$ cat src/sv/qrs_pkg.sv
// qrs_pkg: shared constants, widths and status codes for the quadratic root solver.
// No dependencies.
package qrs_pkg;
   localparam int COEF_WIDTH_DEF    = 16;
   localparam int FRACTION_BITS_DEF = 8;
   localparam int DISC_WIDTH        = 34;
   localparam int ROOT_WIDTH        = 25;

   typedef enum logic [1:0] {
      ST_NONE  = 2'd0,
      ST_ONE   = 2'd1,
      ST_TWO   = 2'd2,
      ST_DEGEN = 2'd3
   } status_type;
endpackage

$ cat src/sv/qrs_div_stage.sv
// qrs_div_stage: one registered stage of two parallel restoring dividers.
// Depends on qrs_pkg; retires STEPS quotient bits per lane per stage.
module qrs_div_stage import qrs_pkg::*; #(
   parameter int NW    = 42,
   parameter int DW    = 18,
   parameter int STEPS = 6
) (
   input  logic          clock,
   input  logic          en,
   input  logic [DW-1:0] den_i,
   input  logic [NW-1:0] num_i [2],
   input  logic [DW:0]   rem_i [2],
   output logic [NW-1:0] num_o [2],
   output logic [DW:0]   rem_o [2]
);
   logic [NW-1:0] num_in [2];
   logic [DW:0]   rem_in [2];
   logic [NW-1:0] num_ff [2];
   logic [DW:0]   rem_ff [2];

   always_comb begin
      logic [DW+1:0] sh;
      for (int l = 0; l < 2; l++) begin
         num_in[l] = num_i[l];
         rem_in[l] = rem_i[l];
         for (int k = 0; k < STEPS; k++) begin
            sh = {rem_in[l], num_in[l][NW-1]};
            num_in[l] = {num_in[l][NW-2:0], 1'b0};
            if (sh >= {2'b00, den_i}) begin
               sh = sh - {2'b00, den_i};
               num_in[l][0] = 1'b1;
            end
            rem_in[l] = sh[DW:0];
         end
      end
   end

   always_ff @(posedge clock) begin
      if (en) begin
         num_ff <= num_in;
         rem_ff <= rem_in;
      end
   end

   assign num_o = num_ff;
   assign rem_o = rem_ff;
endmodule

$ cat config.mk
export PLATFORM = sky130hd
export DESIGN_NAME = qrs_div_stage
export DESIGN_NICKNAME = d
export VERILOG_FILES = /design/src/sv/qrs_pkg.sv /design/src/sv/qrs_div_stage.sv
export SDC_FILE = /design/constraint.sdc
export NUM_CORES = 1
export LEC_CHECK = 0
export BUFFER_PORTS_ARGS = -buffer_cell sky130_fd_sc_hd__buf_4
export CAP_MARGIN = 20
export CORE_MARGIN = 2
export CORE_UTILIZATION = 56
export CTS_CLUSTER_SIZE = 24
export DETAILED_ROUTE_END_ITERATION = 10
export GPL_TIMING_DRIVEN = 0
export PLACE_DENSITY = 0.86
export SETUP_SLACK_MARGIN = 0.05
export SLEW_MARGIN = 20
export SYNTH_ARGS = -nofsm -noshare
export SYNTH_HDL_FRONTEND = slang
export SYNTH_SLANG_ARGS = --single-unit
$ cat constraint.sdc
create_clock -name clock -period 42 [get_ports clock]
set_clock_uncertainty 0.15 [all_clocks]
set_input_delay 4.2 -clock clock [delete_from_list [all_inputs] [get_ports clock]]
set_output_delay 4.2 -clock clock [all_outputs]
set_load 0.02 [all_outputs]
======== Word level (Yosys, flattened, before mapping) ========
Cells that the tools add are included.
cells by class
  order comparisons ....................... 12
  $add $sub $neg .......................... 12
  muxes and demuxes ....................... 24
operators with widths
  cell                                                            count
  20-bit by 18-bit greater-or-equal comparator with 1-bit output  12
  19-bit 2-to-1 mux                                               12
  19-bit by 18-bit subtractor with 19-bit output                  12
  1-bit 2-to-1 mux                                                12
storage, ports and cells
  output and inout bits ................... 122
  flip-flop bits (word level) ............. 122
  logic and storage cells ................. 52
  input port bits ......................... 142

======== Depth between registers and ports, before layout ========
Gate-level depths: netlist (run 1).
  depth in word-level cells ............... 12
  depth in mapped cells ................... 87
  depth with buffers taken out ............ 79

======== Worst setup path before layout (run 1) ========
OpenSTA, ideal clock, no wires.
  path type ............................... in2reg
  start point ............................. in den_i[17]
  end point ............................... reg rem_ff, in the netlist rem_o[29] (data pin)
  cell stages on the path ................. 82
  setup time .............................. 0.163 ns
  arrival time ............................ 21.157 ns
  path buffers ............................ 12
  data required time ...................... 41.687 ns
  path slack .............................. 20.530 ns
  cell sequence ........................... inv_1 > ha_1 > and2_1 > or4_1 > a211oi_1 > nand3_1 > nand2_1 > clkbuf_1 > clkbuf_1 > nand2_1 > o21ai_0 > ha_1 > a21o_1 > a21o_1 > a221o_1 > a2111oi_0 > o221a_2 > nor2b_1 > (+46 left out) > mux2i_1 > ha_1 > a21o_1 > nand2_1 > nand2_1 > a21o_1 > a21o_1 > a21o_1 > a21o_1 > a221oi_1 > o31ai_1 > a21o_1 > a21o_1 > a211o_1 > or3_1 > clkbuf_1 > clkbuf_1 > o221ai_1
RTL lines
  what                  line                 text
  from (decl)           qrs_div_stage.sv:10  input logic [DW-1:0] den_i,
  to (signal assigned)  qrs_div_stage.sv:41  rem_ff <= rem_in;
  to (decl)             qrs_div_stage.sv:19  logic [DW:0] rem_ff [2];

==> impl_results.md, run 1 <==
* Final HPWL DP at 39400 um
* Critical Path End Type: register
* Maximum level of the CTS H-tree at 4
* Crit-path most repeated cell: a21o_1
* Area post-placement at 19300 um^2
* Mapped Avg Cell Area at 8.46 um^2
* Final Hold Viols at 0
* Max_slew headroom at 0.293
* PostCTS Resize Cnt at 0
* Vias per Instance at ~6.4
* Max FO, Critical Path at 12
* Most common cell in the synthesized netlist: ha_1
* Die footprint at 31500 um^2
* RSZ-0062 raised after global routing: no
* Slew at the pin with the worst max-slew slack at between 1 and 1.5 ns
* Critical Path AT at 25.98 ns
* Number of synthesized flops with an enable pin at approximately 120
* Clk slew on worst S/H paths at around 0.07 ns
* Max_cap viols at 0
* Design Area, Final at roughly 20000 um^2
* Post-DRT Antenna Nets at 0
* Routed wire length at 51500 um
* Die X at 177 um
* Worst-case clock buffer depth at 2
* Overall routing resource usage at 0.315
* Critical path's slowest cell: o41ai_1
* Outcome: finished, final reports clean
* Post-CTS setup repair buffer count at 0
* Area Growth Syn to Fin at 18.2%
* Std cell rows at 63
* # setup viols final at 0
* Commonest cells post-synth: ha_1 (216), a21oi_1 (169), o21ai_0 (159)
* Flops & latches, synth at 122
* Largest net degree at the start of global routing at 82
* Final Cycle Share at 0.618
* Placement Setup Slack at between 15 and 20 ns
* Core area at just under 30000 um^2
* Vias in the first global route at 15.8k
* Top FF cell, synth: edfxtp_1
* Num Clock Sinks at 122
* Per-cell routed wire length at about 19 um
* Max Fclk at 38.5 MHz
* Die H at 177 um
* Cell variety after synth at 82
* DRC viols at 0
* Starting density of the core at 0.568
* # hold bufs at CTS at 0
* Post-synthesis instance total at approximately 2k
* Top cells by area, synth: edfxtp_1 (22%), ha_1 (16%), a21oi_1 (5.0%), xnor2_1 (4.9%), o21ai_0 (4.7%)
* First-pass GRT wire length at ~79000 um
* Critical path class: in -> reg
* Asr flop ratio synth at 0
* Fin. max-slew vios at 0
* # fillers at 2413
* Synthesis Warnings at 0
* Syn_nets at between 2k and 2.5k
* IO buf count at 263
* Yosys top cell by area: edfxtp_1
* Clock root buffer: clkbuf_16
* Post-synth top area share at 0.217
* Cell Area, Synth at 16800 um^2
* Routed vias at 17.0k
* Max stage delay on crit path at 0.86 ns
* Tmin final at 25.96 ns
* Share of layout cells above drive strength 1 at 0.181
* Sequential share of the synthesized area at 0.217
* Req. time, crit path at 42.02 ns
* Num ports at between 200 and 300
* Post-route setup slack at 16.04 ns
* Initial antenna violation count at 0
* DR pass1 iterations at 6
* Nets at 2645
* Critical Path Start Type: input port
* Setup TNS at 0 ns
* Gr ovfl total at 0
* HP Class: in -> reg
* 1st-iter DRT viols at between 1.5k and 2k
* RePlAce Congestion at 0.957
* Cts bufs inserted at 17
* CTS tree: done
* Antenna fix cells at 0
-- layout make-up --
type / instances / area [um^2] / share of cell area
multi-input cells: 1714 / 12600 / 0.631
well taps: 390 / 488 / 0.0245
clock inverters: 14 / 148 / 0.00741
plain buffers: 40 / 173 / 0.00867
repair buffers: 264 / 2010 / 0.101
clock buffers: 17 / 425 / 0.0214
inverters: 116 / 438 / 0.0220
flip-flops and latches: 122 / 3660 / 0.184
-- metrics by stage --
step	util	hold WS [ns]	cells
4_1_cts	0.672	3.78	2677
2_1_floorplan	-	4.15	1992
6_report	0.672	3.78	2677
3_5_place_dp	0.653	4.23	2646
3_3_place_gp	0.652	4.23	2645
5_1_grt	0.672	3.78	2677
-- worst paths after layout --
check / from / to / slack, ns / cells past startpoint
setup / recovery: den_i[17] / rem_o[20]$_DFFE_PP_ / 16.04 / 83
hold / removal: num_i[12] / num_o[18]$_DFFE_PP_ / 3.78 / 1
-- cells in the final DEF (no fill, tap or decap), types with 26 or more instances in the layout --
cell type	count
o21ai_0	159
xor2_1	57
edfxtp_1	122
buf_4	263
nand3_1	38
nor3_1	42
inv_1	113
nand4_1	36
nand2_1	147
ha_1	216
clkbuf_1	29
mux2_2	66
o21a_1	26
a21o_1	76
a21oi_1	169
mux2i_1	47
nor2b_1	36
nand2b_1	43
nor2_1	140
xnor2_1	94
-- kinds of logic after synthesis --
group	synth area share
AO/OA/AOI/OAI	0.243
flip-flops	0.217
multiplexers	0.0780
XOR/XNOR	0.0785
AND/OR/NAND/NOR	0.172
buffers and inverters	0.0362
adder cells (fa/ha/maj)	0.175
-- sequential cells by signal, summed over array words and instances (netlist names) --
register / flops
num_o: 84
rem_o: 38
-- layer usage --
metal / global-route usage / vias up / wire length (um)
li1: - / 8057 / -
met1: 0.406 / 7952 / 21600
met2: 0.527 / 923 / 23500
met3: 0.0503 / 94 / 4780
met4: 0.122 / 0 / 1720
met5: 0 / - / 0
-- worst max-delay path, delay by kind of cell --
| family | cells | cell delay, ns |
|---|---|---|
| fa+ha+maj | 6 | 2.16 |
| buf+inv | 14 | 4.71 |
| simple gates | 19 | 3.51 |
| compound gates | 41 | 10.60 |
| mux | 3 | 0.77 |
Power of run 1 is not shown: default switching activity piles up to over one toggle a cycle in this logic, so the estimate is an artifact.
==> run 2: changes to the inputs <==
==> constraint.sdc (replaced) <==
create_clock -name clock -period 25.3 [get_ports clock]
set_clock_uncertainty 0.15 [all_clocks]
set_input_delay 2.53 -clock clock [delete_from_list [all_inputs] [get_ports clock]]
set_output_delay 2.53 -clock clock [all_outputs]
set_load 0.02 [all_outputs]
==> impl_results.md, run 2 (synthesis results as in run 1) <==
* CTS tree: done
* Max FO, Critical Path at 14 (+2)
* Vias in the first global route at 15.8k (unchanged)
* Area Growth Syn to Fin at 18.3% (about the same)
* Crit-path most repeated cell: a21o_1
* Outcome: finished, final reports clean
* Routed vias at 17.0k (-0.42%)
* Share of layout cells above drive strength 1 at 0.181 (+0.000875)
* Fin. max-slew vios at 0 (unchanged)
* Starting density of the core at 0.568 (unchanged)
* DRC viols at 0 (unchanged)
* Cts bufs inserted at 17 (unchanged)
* Final Hold Viols at 0 (unchanged)
* # setup viols final at 0 (unchanged)
* Die footprint at 31500 um^2 (unchanged)
* Gr ovfl total at 0 (unchanged)
* DR pass1 iterations at 6 (unchanged)
* Critical path's slowest cell: fa_1
* Most frequent cells in the layout: buf_4 (263), ha_1 (216), a21oi_1 (169)
* Most common cell after layout, fill and taps aside: buf_4
* Post-DRT Antenna Nets at 0 (unchanged)
* # fillers at 2414 (+0.041%)
* Overall routing resource usage at 0.315 (unchanged)
* Vias per Instance at 6.33 (-0.42%)
* Critical Path AT at 23.87 ns (-2.11 ns)
* RSZ-0062 raised after global routing: no
* Final HPWL DP at 39400 um (unchanged)
* Tmin final at 23.85 ns
* Max stage delay on crit path at 0.58 ns (-0.28 ns)
* Critical Path Start Type: input port
* Max_slew headroom at 0.357 (+0.0638)
* Num ports at 264 (unchanged)
* Per-cell routed wire length at 19.3 um (about the same)
* Die X at 177 um (unchanged)
* Critical Path End Type: register
* Routed wire length at 51600 um (about the same)
* CP endpoint: rem_o[20]$_DFFE_PP_
* 1st-iter DRT viols at 1634 (-3.4%)
* Final Cycle Share at 0.943
* Critical Path Source: den_i[1]
* Max FFs per register at 84 (unchanged)
* Die H at 177 um (unchanged)
* Max Fclk at between 40 and 50 MHz
* Clk slew on worst S/H paths at 0.07 ns (about the same)
* IO buf count at 263 (unchanged)
* Req. time, crit path at 25.32 ns (-16.70 ns)
* Worst-case clock buffer depth at 2 (unchanged)
* Critical path class: in -> reg
* RePlAce Congestion at 0.957 (unchanged)
* Largest net degree at the start of global routing at 82 (unchanged)
* Clock root buffer: clkbuf_16
* Setup TNS at 0 ns (unchanged)
* Maximum level of the CTS H-tree at 4 (unchanged)
* HP Class: in -> reg
* Initial antenna violation count at 0 (unchanged)
* Num Clock Sinks at 122 (unchanged)
* First-pass GRT wire length at 79200 um (unchanged)
* Nets at 2645 (unchanged)
* Slew at the pin with the worst max-slew slack at 0.964 ns (-0.0831 ns)
* Antenna fix cells at 0 (unchanged)
* Core area at 29600 um^2 (unchanged)
* Std cell rows at 63 (unchanged)
* Max_cap viols at 0 (unchanged)
run 2: cell types whose count changed in the layout (fill, tap and decap cells not counted):
cell	delta
inv_1	-1
clkinvlp_4	+1
o41ai_1	-1
o41ai_2	+1
run 2: what timing repair did:
item | in CTS | in global routing
hold buffers | 0 | 0
endpoints found under the setup margin | 0 | 17
buffers inserted | 0 | 0
resized for setup | 0 | 2
endpoints found under the hold margin | 0 | 0
run 2: layout make-up:
type / instances / area [um^2] / share of cell area
plain buffers: 40 / 173 / 0.00867
clock buffers: 17 / 425 / 0.0213
clock inverters: 14 / 148 / 0.00741
inverters: 116 / 442 / 0.0222
multi-input cells: 1714 / 12600 / 0.631
flip-flops and latches: 122 / 3660 / 0.184
well taps: 390 / 488 / 0.0245
repair buffers: 264 / 2010 / 0.101
run 2: critical path: cells and delay by family:
family                   cells  cell delay (ns)
AO/OA/AOI/OAI               42            10.66
buffers and inverters       14             4.64
AND/OR/NAND/NOR             18             2.94
adder cells (fa/ha/maj)      6             2.29
multiplexers                 3             0.76
run 2: stage by stage:
| stage | setup slack [ns] | area (um^2) | cells | util | hold slack [ns] |
|---|---|---|---|---|---|
| floorplan | 5.50 | 16800 | 1992 | - | 2.48 |
| global placement | 1.55 | 19300 | 2645 | 0.652 | 2.56 |
| detailed placement | 1.23 | 19300 | 2646 | 0.653 | 2.56 |
| CTS | 1.61 | 19900 | 2677 | 0.672 | 2.11 |
| global route | 0.0402 | 19900 | 2677 | 0.672 | 2.11 |
| finish | 1.45 | 19900 | 2677 | 0.672 | 2.11 |
run 2: worst min path at each step:
stage	from	end	depth (start not counted)
detailed placement	num_i[16]	num_o[22]$_DFFE_PP_	1
global route	num_i[70]	num_o[76]$_DFFE_PP_	1
finish	num_i[12]	num_o[18]$_DFFE_PP_	1
CTS	num_i[70]	num_o[76]$_DFFE_PP_	1
floorplan	num_i[4]	num_o[10]$_DFFE_PP_	0
global placement	num_i[70]	num_o[76]$_DFFE_PP_	1
run 2: layer usage:
layer / GRT usage / vias to the layer above / part of all wire
met3: 0.0503 / 103 / 0.090
met5: 0 / - / 0
li1: - / 8059 / -
met4: 0.122 / 0 / 0.034
met1: 0.406 / 7945 / 0.42
met2: 0.527 / 847 / 0.46
Power of run 2 is left out for the same reason.
==> run 3: changes to the inputs <==
--- a/config.mk
+++ b/config.mk
@@ -7,12 +7,14 @@
 export LEC_CHECK = 0
 export BUFFER_PORTS_ARGS = -buffer_cell sky130_fd_sc_hd__buf_4
 export CAP_MARGIN = 20
+export CELL_PAD_IN_SITES_DETAIL_PLACEMENT = 0
+export CELL_PAD_IN_SITES_GLOBAL_PLACEMENT = 1
 export CORE_MARGIN = 2
-export CORE_UTILIZATION = 56
+export CORE_UTILIZATION = 45
 export CTS_CLUSTER_SIZE = 24
 export DETAILED_ROUTE_END_ITERATION = 10
 export GPL_TIMING_DRIVEN = 0
-export PLACE_DENSITY = 0.86
+export PLACE_DENSITY = 0.91
 export SETUP_SLACK_MARGIN = 0.05
 export SLEW_MARGIN = 20
 export SYNTH_ARGS = -nofsm -noshare
==> impl_results.md, run 3 (synthesis results as in run 1) <==
* Nets at 2650 (+0.19%)
* HP Class: in -> reg
* Critical path's slowest cell: ha_1
* Max FFs per register at 84 (unchanged)
* Vias per Instance at 6.06 (-4.3%)
* Maximum level of the CTS H-tree at 4 (unchanged)
* Routed wire length at 57200 um (+11%)
* Routed vias at 16.7k (-1.3%)
* Critical Path AT at 24.11 ns (+0.24 ns)
* Num Clock Sinks at 122 (unchanged)
* First-pass GRT wire length at 86000 um (+8.6%)
* Crit-path most repeated cell: a21o_1
* Tmin final at 24.05 ns (+0.198 ns)
* DR pass1 iterations at 6 (unchanged)
* Cts bufs inserted at 17 (unchanged)
* Max stage delay on crit path at 0.60 ns (+0.02 ns)
* Initial antenna violation count at 0 (unchanged)
* Max FO, Critical Path at 12 (-2)
* Clk slew on worst S/H paths at 0.06 ns (about the same)
* Starting density of the core at 0.459 (-0.109)
* Die footprint at 39000 um^2 (+24%)
* Std cell rows at 70 (+11%)
* Per-cell routed wire length at 20.7 um (+7.6%)
* Final Hold Viols at 0 (unchanged)
* Fin. max-slew vios at 0 (unchanged)
* DRC viols at 0 (unchanged)
* Slew at the pin with the worst max-slew slack at 1.10 ns (+0.136 ns)
* Met1 Usage GRT at 0.354 (-0.0518)
* # setup viols final at 0 (unchanged)
* Grt met3 use at 0.0420 (-0.00834)
* Worst-case clock buffer depth at 2 (unchanged)
* Overall routing resource usage at 0.284 (-0.0306)
* Critical path class: in -> reg
* Post-DRT Antenna Nets at 0 (unchanged)
* Outcome: finished, final reports clean
* # fillers at 3396 (+41%)
* Die H at 197 um (+11%)
* Vias in the first global route at 15.8k (-0.26%)
* Grt met2 use at 0.497 (-0.0301)
* Die X at 197 um (+11%)
* Max Fclk at 41.6 MHz (-0.82%)
* Final HPWL DP at 43900 um (+11%)
* Gr ovfl total at 0 (unchanged)
* Clock root buffer: clkbuf_16
* RSZ-0062 raised after global routing: no
* Antenna fix cells at 0 (unchanged)
* Max_cap viols at 0 (unchanged)
* IO buf count at 263 (unchanged)
* 1st-iter DRT viols at 1223 (-25%)
* Setup TNS at 0 ns (unchanged)
* Critical Path End Type: register
* Core area at 36700 um^2 (+24%)
* Top Usage Layer GRT: met2
* Final Cycle Share at 0.951 (+0.00784)
* Area Growth Syn to Fin at 19.3%
* CTS tree: done
* Most frequent cells in the layout: buf_4 (268), ha_1 (216), a21oi_1 (169)
* Largest net degree at the start of global routing at 84 (+2.4%)
* RePlAce Congestion at 0.953 (-0.38%)
* Req. time, crit path at 25.37 ns (+0.05 ns)
* Num ports at 264 (unchanged)
* Most common cell after layout, fill and taps aside: buf_4
* Critical Path Start Type: input port
* Max_slew headroom at 0.266 (-0.0907)
* Share of layout cells above drive strength 1 at 0.186 (+0.00484)
## run 3: cell types whose count changed in the layout (fill, tap and decap cells not counted), sizes merged
cell	before	now
buf	275	279
clkinvlp	3	7
clkinv	8	5
clkbuf	46	47
inv	117	116
## run 3: worst paths after layout
| check | slack, ns | startpoint | cells after the start | endpoint |
|---|---|---|---|---|
| setup / recovery | 1.25 | den_i[17] | 82 | rem_o[21]$_DFFE_PP_ |
| hold / removal | 2.13 | num_i[58] | 1 | num_o[64]$_DFFE_PP_ |
## run 3: timing repair
item                       in CTS  in global routing
buffers inserted                0                  5
setup endpoints to repair       0                 20
hold buffers                    0                  0
resized for setup               0                 14
## run 3: metal layers
metal | part of all wire | vias up
li1 | - | 8060
met1 | 0.42 | 7905
met2 | 0.48 | 660
met3 | 0.069 | 103
met4 | 0.032 | 0
met5 | 0 | -
## run 3: area by class of cell
type / instances / area [um^2] / share of cell area
multi-input cells: 1714 / 12600 / 0.627
flip-flops and latches: 122 / 3660 / 0.182
repair buffers: 269 / 2040 / 0.102
well taps: 468 / 586 / 0.0291
inverters: 116 / 449 / 0.0223
clock buffers: 17 / 425 / 0.0212
plain buffers: 40 / 178 / 0.00884
clock inverters: 14 / 148 / 0.00735
## run 3: critical path, delay by kind of cell
kind                       cells  cell delay (ns)
buffers and inverters         15             4.32
and+or+nand+nor               18             3.68
muxes                          4             1.53
AOI/OAI and AO/OA             39             9.89
adders and majority gates      6             2.15
## run 3: metrics by stage
stage	hold WS, ns	area [um^2]	std cells	setup WS [ns]	util
5_1_grt	2.12	20100	2760	0.112	0.548
4_1_cts	2.12	20000	2755	0.311	0.545
2_1_floorplan	2.48	16800	1992	5.50	-
6_report	2.13	20100	2760	1.25	0.548
3_3_place_gp	2.56	19400	2723	0.158	0.529
3_5_place_dp	2.56	19400	2724	0.00431	0.530
Power of run 3 is left out for the same reason.
